$ cat config.mk
export PLATFORM = sky130hd
export DESIGN_NAME = pulse_burst_duration_classifier_top
export DESIGN_NICKNAME = d
export VERILOG_FILES = /design/src/pbdc_pkg.sv /design/src/pbdc_cfg_regs.sv /design/src/pbdc_burst_core.sv /design/src/pbdc_out_reg.sv /design/src/pulse_burst_duration_classifier_top.sv
export SDC_FILE = /design/constraint.sdc
export NUM_CORES = 1
export LEC_CHECK = 0
export BUFFER_PORTS_ARGS = -buffer_cell sky130_fd_sc_hd__buf_2
export CORE_UTILIZATION = 60
export DETAILED_ROUTE_END_ITERATION = 7
export PLACE_DENSITY = 0.78
export SETUP_SLACK_MARGIN = 0.05
export SLEW_MARGIN = 40
export SYNTH_ARGS = -nofsm -noshare
export SYNTH_HDL_FRONTEND = slang
export SYNTH_HIERARCHICAL = 1
export SYNTH_SLANG_ARGS = --single-unit
$ cat constraint.sdc
create_clock -name clk -period 5.2 [get_ports clk]
set_input_delay 0 -clock clk [delete_from_list [all_inputs] [get_ports clk]]
set_output_delay 0 -clock clk [all_outputs]
set_load 0.02 [all_outputs]
$ cat src/pbdc_pkg.sv
package pbdc_pkg;

  localparam int TIME_W     = 24;
  localparam int LOG_SLOTS  = 512;
  localparam int SLOT_CNT_W = 10;
  localparam int SLOT_IDX_W = 9;
  localparam int CFG_IDX_W  = 2;

  localparam logic [CFG_IDX_W-1:0] CFG_QUIET_TIMEOUT = 2'd0;
  localparam logic [CFG_IDX_W-1:0] CFG_MIN_LENGTH    = 2'd1;
  localparam logic [CFG_IDX_W-1:0] CFG_MAX_LENGTH    = 2'd2;

  localparam logic [TIME_W-1:0] QUIET_TIMEOUT_RST = 24'd164;
  localparam logic [TIME_W-1:0] MIN_LENGTH_RST    = 24'd2785;
  localparam logic [TIME_W-1:0] MAX_LENGTH_RST    = 24'd9994;

  typedef struct packed {
    logic [TIME_W-1:0] quiet_timeout;
    logic [TIME_W-1:0] min_length;
    logic [TIME_W-1:0] max_length;
  } cfg_t;

  typedef struct packed {
    logic [TIME_W-1:0]     duration;
    logic                  accepted;
    logic                  logged;
    logic [SLOT_IDX_W-1:0] slot_index;
  } result_t;

endpackage

$ cat src/pbdc_cfg_regs.sv
module pbdc_cfg_regs (
  input  logic                           clk,
  input  logic                           rst_n,
  input  logic                           wr_en,
  input  logic [pbdc_pkg::CFG_IDX_W-1:0] wr_index,
  input  logic [pbdc_pkg::TIME_W-1:0]    wr_data,
  output pbdc_pkg::cfg_t                 cfg
);

  pbdc_pkg::cfg_t cfg_r;
  pbdc_pkg::cfg_t cfg_nxt;

  always_comb begin
    cfg_nxt = cfg_r;
    if (wr_en) begin
      case (wr_index)
        pbdc_pkg::CFG_QUIET_TIMEOUT: cfg_nxt.quiet_timeout = wr_data;
        pbdc_pkg::CFG_MIN_LENGTH:    cfg_nxt.min_length    = wr_data;
        pbdc_pkg::CFG_MAX_LENGTH:    cfg_nxt.max_length    = wr_data;
        default:                     cfg_nxt = cfg_r;
      endcase
    end
  end

  always_ff @(posedge clk) begin
    if (!rst_n) begin
      cfg_r.quiet_timeout <= pbdc_pkg::QUIET_TIMEOUT_RST;
      cfg_r.min_length    <= pbdc_pkg::MIN_LENGTH_RST;
      cfg_r.max_length    <= pbdc_pkg::MAX_LENGTH_RST;
    end else begin
      cfg_r <= cfg_nxt;
    end
  end

  assign cfg = cfg_r;

endmodule

$ cat src/pbdc_burst_core.sv
module pbdc_burst_core (
  input  logic                clk,
  input  logic                rst_n,
  input  pbdc_pkg::cfg_t      cfg,
  input  logic                in_valid,
  output logic                in_ready,
  input  logic                in_edge_seen,
  input  logic                res_free,
  output logic                res_push,
  output pbdc_pkg::result_t   res
);

  logic                            s1_valid_r, s1_valid_nxt;
  logic                            s1_edge_r;
  logic [pbdc_pkg::TIME_W-1:0]     tick_time_r, tick_time_nxt;
  logic                            in_burst_r, in_burst_nxt;
  logic [pbdc_pkg::TIME_W-1:0]     burst_start_r, burst_start_nxt;
  logic [pbdc_pkg::TIME_W-1:0]     burst_end_r, burst_end_nxt;
  logic [pbdc_pkg::TIME_W-1:0]     quiet_count_r, quiet_count_nxt;
  logic [pbdc_pkg::SLOT_CNT_W-1:0] slots_used_r, slots_used_nxt;

  logic [pbdc_pkg::TIME_W-1:0] quiet_inc;
  logic [pbdc_pkg::TIME_W-1:0] dur;
  logic                        close;
  logic                        slot_free;
  logic                        fire;

  assign quiet_inc = quiet_count_r + pbdc_pkg::TIME_W'(1);
  assign close     = s1_valid_r && !s1_edge_r && in_burst_r &&
                     (quiet_inc >= cfg.quiet_timeout);
  assign dur       = burst_end_r - burst_start_r;
  assign slot_free = slots_used_r < pbdc_pkg::SLOT_CNT_W'(pbdc_pkg::LOG_SLOTS);
  assign fire      = s1_valid_r && (!close || res_free);
  assign in_ready  = !s1_valid_r || fire;
  assign res_push  = fire && close;

  always_comb begin
    res.duration   = dur;
    res.accepted   = (dur > cfg.min_length) && (dur < cfg.max_length);
    res.logged     = slot_free;
    res.slot_index = slot_free ? slots_used_r[pbdc_pkg::SLOT_IDX_W-1:0] : '0;
  end

  always_comb begin
    s1_valid_nxt    = (in_valid && in_ready) || (s1_valid_r && !fire);
    tick_time_nxt   = tick_time_r;
    in_burst_nxt    = in_burst_r;
    burst_start_nxt = burst_start_r;
    burst_end_nxt   = burst_end_r;
    quiet_count_nxt = quiet_count_r;
    slots_used_nxt  = slots_used_r;
    if (fire) begin
      tick_time_nxt = tick_time_r + pbdc_pkg::TIME_W'(1);
      if (s1_edge_r) begin
        burst_end_nxt   = tick_time_r;
        quiet_count_nxt = '0;
        if (!in_burst_r) begin
          burst_start_nxt = tick_time_r;
          in_burst_nxt    = 1'b1;
        end
      end else if (in_burst_r) begin
        quiet_count_nxt = quiet_inc;
        if (close) begin
          in_burst_nxt    = 1'b0;
          burst_start_nxt = '0;
          burst_end_nxt   = '0;
          quiet_count_nxt = '0;
          if (slot_free) begin
            slots_used_nxt = slots_used_r + pbdc_pkg::SLOT_CNT_W'(1);
          end
        end
      end
    end
  end

  // input word register
  always_ff @(posedge clk) begin
    if (in_valid && in_ready) begin
      s1_edge_r <= in_edge_seen;
    end
  end

  always_ff @(posedge clk) begin
    if (!rst_n) begin
      s1_valid_r    <= 1'b0;
      tick_time_r   <= '0;
      in_burst_r    <= 1'b0;
      burst_start_r <= '0;
      burst_end_r   <= '0;
      quiet_count_r <= '0;
      slots_used_r  <= '0;
    end else begin
      s1_valid_r    <= s1_valid_nxt;
      tick_time_r   <= tick_time_nxt;
      in_burst_r    <= in_burst_nxt;
      burst_start_r <= burst_start_nxt;
      burst_end_r   <= burst_end_nxt;
      quiet_count_r <= quiet_count_nxt;
      slots_used_r  <= slots_used_nxt;
    end
  end

endmodule

$ cat src/pbdc_out_reg.sv
module pbdc_out_reg (
  input  logic              clk,
  input  logic              rst_n,
  input  logic              res_push,
  input  pbdc_pkg::result_t res,
  output logic              res_free,
  output logic              out_valid,
  input  logic              out_ready,
  output pbdc_pkg::result_t out_res
);

  logic              out_valid_r, out_valid_nxt;
  pbdc_pkg::result_t out_res_r;

  assign res_free = !out_valid_r || out_ready;

  always_comb begin
    out_valid_nxt = out_valid_r;
    if (res_push) begin
      out_valid_nxt = 1'b1;
    end else if (out_ready) begin
      out_valid_nxt = 1'b0;
    end
  end

  always_ff @(posedge clk) begin
    if (res_push) begin
      out_res_r <= res;
    end
  end

  always_ff @(posedge clk) begin
    if (!rst_n) begin
      out_valid_r <= 1'b0;
    end else begin
      out_valid_r <= out_valid_nxt;
    end
  end

  assign out_valid = out_valid_r;
  assign out_res   = out_res_r;

endmodule

$ cat src/pulse_burst_duration_classifier_top.sv
// Pulse burst duration classifier. Each input word is one timebase tick with an
// edge flag; a 24-bit tick counter stamps the first and last edge of a burst, and
// once quiet_timeout edge-free ticks pass the burst closes and one result word
// carries its duration (mod 2^24), the min/max window flag and a log slot while
// any of the 512 slots remain. One tick is taken per clock cycle unless a result
// waits on a busy output register; a result passes through one input register and
// one output register. The user is to write configuration registers via the cfg
// port only while the block is idle, not enforced here; cfg_ready is always high.
module pulse_burst_duration_classifier_top (
  input  logic                              clk,
  input  logic                              rst_n,
  input  logic                              cfg_valid,
  output logic                              cfg_ready,
  input  logic [pbdc_pkg::CFG_IDX_W-1:0]    cfg_index,
  input  logic [pbdc_pkg::TIME_W-1:0]       cfg_data,
  input  logic                              in_valid,
  output logic                              in_ready,
  input  logic                              in_edge_seen,
  output logic                              out_valid,
  input  logic                              out_ready,
  output logic [pbdc_pkg::TIME_W-1:0]       out_duration,
  output logic                              out_accepted,
  output logic                              out_logged,
  output logic [pbdc_pkg::SLOT_IDX_W-1:0]   out_slot_index
);

  pbdc_pkg::cfg_t    cfg;
  pbdc_pkg::result_t res;
  pbdc_pkg::result_t out_res;
  logic              res_push;
  logic              res_free;

  assign cfg_ready = 1'b1;

  pbdc_cfg_regs u_cfg_regs (
    .clk      (clk),
    .rst_n    (rst_n),
    .wr_en    (cfg_valid && cfg_ready),
    .wr_index (cfg_index),
    .wr_data  (cfg_data),
    .cfg      (cfg)
  );

  pbdc_burst_core u_burst_core (
    .clk          (clk),
    .rst_n        (rst_n),
    .cfg          (cfg),
    .in_valid     (in_valid),
    .in_ready     (in_ready),
    .in_edge_seen (in_edge_seen),
    .res_free     (res_free),
    .res_push     (res_push),
    .res          (res)
  );

  pbdc_out_reg u_out_reg (
    .clk       (clk),
    .rst_n     (rst_n),
    .res_push  (res_push),
    .res       (res),
    .res_free  (res_free),
    .out_valid (out_valid),
    .out_ready (out_ready),
    .out_res   (out_res)
  );

  assign out_duration   = out_res.duration;
  assign out_accepted   = out_res.accepted;
  assign out_logged     = out_res.logged;
  assign out_slot_index = out_res.slot_index;

endmodule
==> impl_metrics.yaml <==
run_status:
  status: "finished, final reports clean"
timing:
  slew_headroom_pct: 48.8
  setup-tns-final_ps: 0
  min_period_ps: 4800
  rsz0062_at_grt: "false"
  clock_skew_ps: 7.32
  drv_slew: 0
  finalHoldViolCount: 0
  max_freq_ghz: 0.208
  max_slew.worst_pin.slew_ps: 768
  setup_violations: 0
  period_share_pct: 92.3
layout:
  num_antenna_cells: 0
  fill_cells: 1509
  drive_gt1_share_pct: 10.1
  register_area_mm2: 0.00470
  area_growth_syn_to_layout_pct: 13.1
  multiInputGateArea_mm2: 0.00638
  final_nets: 1495
yosys:
  syn_area_mm2: 0.0118
  ys_seq_area_share_pct: 39.8
  synth_top_area_share_pct: 30.7
  synth_flop_cell: "dfxtp_1"
  synthTopCellsByArea: "dfxtp_1, ha_1, edfxtp_1"
  synth-edff-count: 36
  yosysWarnings: 6
  syn-num-nets: 1419
  async_flop_share_pct: 0
  synth_cells: 1289
  avgSynthCellArea_um2: 9.16
  synth.most_common_cell: "dfxtp_1"
  synth.top_cells.by_count: "dfxtp_1, nand2_1, inv_1, ha_1, nor2_1"
  yosys.area.top_type: "dfxtp_1"
  ys_types: 71
  synth-seq-cells: 217
critical_path:
  cp_max_fo: 8
  crit_type: "reg -> out"
  start_kind: "register"
  arrival_ps: 4800
  endpoint_kind: "primary output"
  r2r_setup_slack_ps: 450
  worstPathRequired_ps: 5200
clock_tree:
  cts-root-buf: "clkbuf_16"
  clock_latency_ps: 500
  postCtsSetupBuffers: 0
  clk_pin_slew_ps: 60
  cts-htree-levels: 1
  clk_path_buf_depth: 3
  cts_tree: "done"
  numCtsBuffers: 24
  cts.sinks: 217
detailed_routing:
  routedWlPerCell_um: 16.7
  ant_nets: 0
  wl_met1_um: 12900
  dr_wl_met3_um: 1480
  vias_per_cell: 5.78
  highest_layer: "met4"
  drc: 0
  drt_pass1_iterations: 5
  first_iter_violations: 681
  vias: 9486
  wl_met2_um: 12600
  drt_wl_total_um: 27400
floorplan:
  core_mm2: 0.0190
  die-width_um: 142
  start_util_pct: 62.1
  io_pins: 70
  rows: 50
  die-area_mm2: 0.0203
  die-height_um: 142
global_route:
  grt_first_pass_wirelength_um: 45300
  grt_max_degree: 75
  first_global_vias: 9198
  antenna_found_initial: 0
  overflow: 0
  track_usage_pct: 27.8
power_and_ir_drop:
  power_density_mw_per_mm2: 274
  vdd_ir_drop_max_v: 0.000205
  power_mw: 3.66
  p_leak_nw: 5.98
run:
  max_cap_violations: 0
place:
  gp_congestion: 0.866
  numPortBuffers: 68
  dp_hpwl_um: 18700
min_path:
  hp-class: "in -> reg"
==> metrics by stage <==
| step | setup WS [ps] | utilization, % | cells | hold slack, ps | area [µm²] |
|---|---|---|---|---|---|
| 2_1_floorplan | 600 | - | 1289 | 98.9 | 11800 |
| 4_1_cts | 89.2 | 70.1 | 1641 | 60.9 | 13300 |
| 3_5_place_dp | 422 | 64.6 | 1568 | 180 | 12300 |
| 5_1_grt | 66.5 | 70.3 | 1641 | 103 | 13400 |
| 6_report | 402 | 70.3 | 1641 | 84.7 | 13400 |
| 3_3_place_gp | 491 | 64.5 | 1565 | 183 | 12300 |
==> final cells by class <==
class                      instances  share of cell area, %
multi-input combinational        890                   47.8
tap                              260                   2.43
inverter                         117                   3.29
clock buffer                      33                   5.21
clock inverter                     9                  0.300
timing repair buffer             115                   5.81
sequential                       217                   35.2
==> worst paths after layout <==
| check | start | endpoint | cells past startpoint |
|---|---|---|---|
| setup / recovery | u_burst_core/quiet_count_r[0] | in_ready | 17 |
| hold / removal | rst_n | u_cfg_regs/cfg[30] | 2 |
| setup reg to reg | u_burst_core/quiet_count_r[0] | u_burst_core/slots_used_r[9] | 16 |
| hold reg to reg | u_cfg_regs/cfg[7] | u_cfg_regs/cfg[7] | 2 |
==> state kept, by name, summed over array words and instances, names as in the netlist <==
name and cells:
u_burst_core/tick_time_r 24, u_burst_core/in_burst_r 1, u_burst_core/s1_edge_r 1, u_burst_core/quiet_count_r 24
u_cfg_regs/cfg 72, u_burst_core/slots_used_r 10, u_burst_core/s1_valid_r 1, u_out_reg/out_valid 1
u_out_reg/out_res 35, u_burst_core/burst_start_r 24, u_burst_core/burst_end_r 24
==> power by group <==
| group | internal, mW | switching (mW) | leakage (nW) |
|---|---|---|---|
| Clock | 0.927 | 0.663 | 0.367 |
| Sequential | 1.73 | 0.0246 | 1.82 |
| Combinational | 0.125 | 0.193 | 3.79 |
==> repair_timing <==
| action | 4_1_cts | 5_1_grt |
|---|---|---|
| endpoints found under the setup margin | 0 | 4 |
| hold endpoints to repair | 76 | 0 |
| gates resized for setup | 0 | 6 |
| hold buffers | 31 | 0 |
==> cell usage in the layout (no fill, tap or decap), types with 7 or more instances in the layout <==
master,instances
nor2b_1,23
a31oi_1,27
edfxtp_1,36
nand2_1,132
a21oi_1,48
mux2i_1,69
clkbuf_16,25
o21a_1,18
o31ai_1,7
xor2_1,42
nand2b_1,16
nand4_1,14
or4_1,8
dfxtp_1,181
buf_4,16
dlygate4sd3_1,31
a21o_1,29
xnor2_1,26
and3_1,40
o211ai_1,19
o21ai_0,33
ha_1,97
nand3_1,28
o311ai_0,7
nor4_1,9
buf_2,67
o41ai_1,7
nand4b_1,8
nor3_1,7
inv_1,116
a22o_1,23
nor2_1,81
==> metal layers <==
metal | track usage, % | vias up
li1 | - | 4696
met1 | 38.1 | 4464
met2 | 46.2 | 281
met3 | 3.60 | 45
met4 | 6.79 | 0
met5 | 0 | -
==> cell families (layout without fill, tap and decap cells) <==
kind of cell,count (synthesis),count (layout),share of synthesized area (%)
buf+inv,182,274,6.59
xor+xnor,69,69,5.12
mux,69,69,5.85
fa+ha+maj,98,98,10.4
simple gates,396,396,17.0
other cells,1,1,0.0317
compound gates,257,257,15.1
flops,217,217,39.8
==> worst max-delay path: stages (launching register included) <==
cell and delay (ps):
dfxtp_1 410, ha_1 230, and3_1 240, and3_1 240, and3_1 220, and3_1 290
and4_4 320, nand2_1 80, xnor2_1 150, ha_1 300, nand4_1 160, or2_4 330
nor4_4 360, nand2_2 210, a2111oi_2 370, buf_4 180, inv_1 40, buf_2 150
No activity file was read; power rests on OpenSTA's default activity.
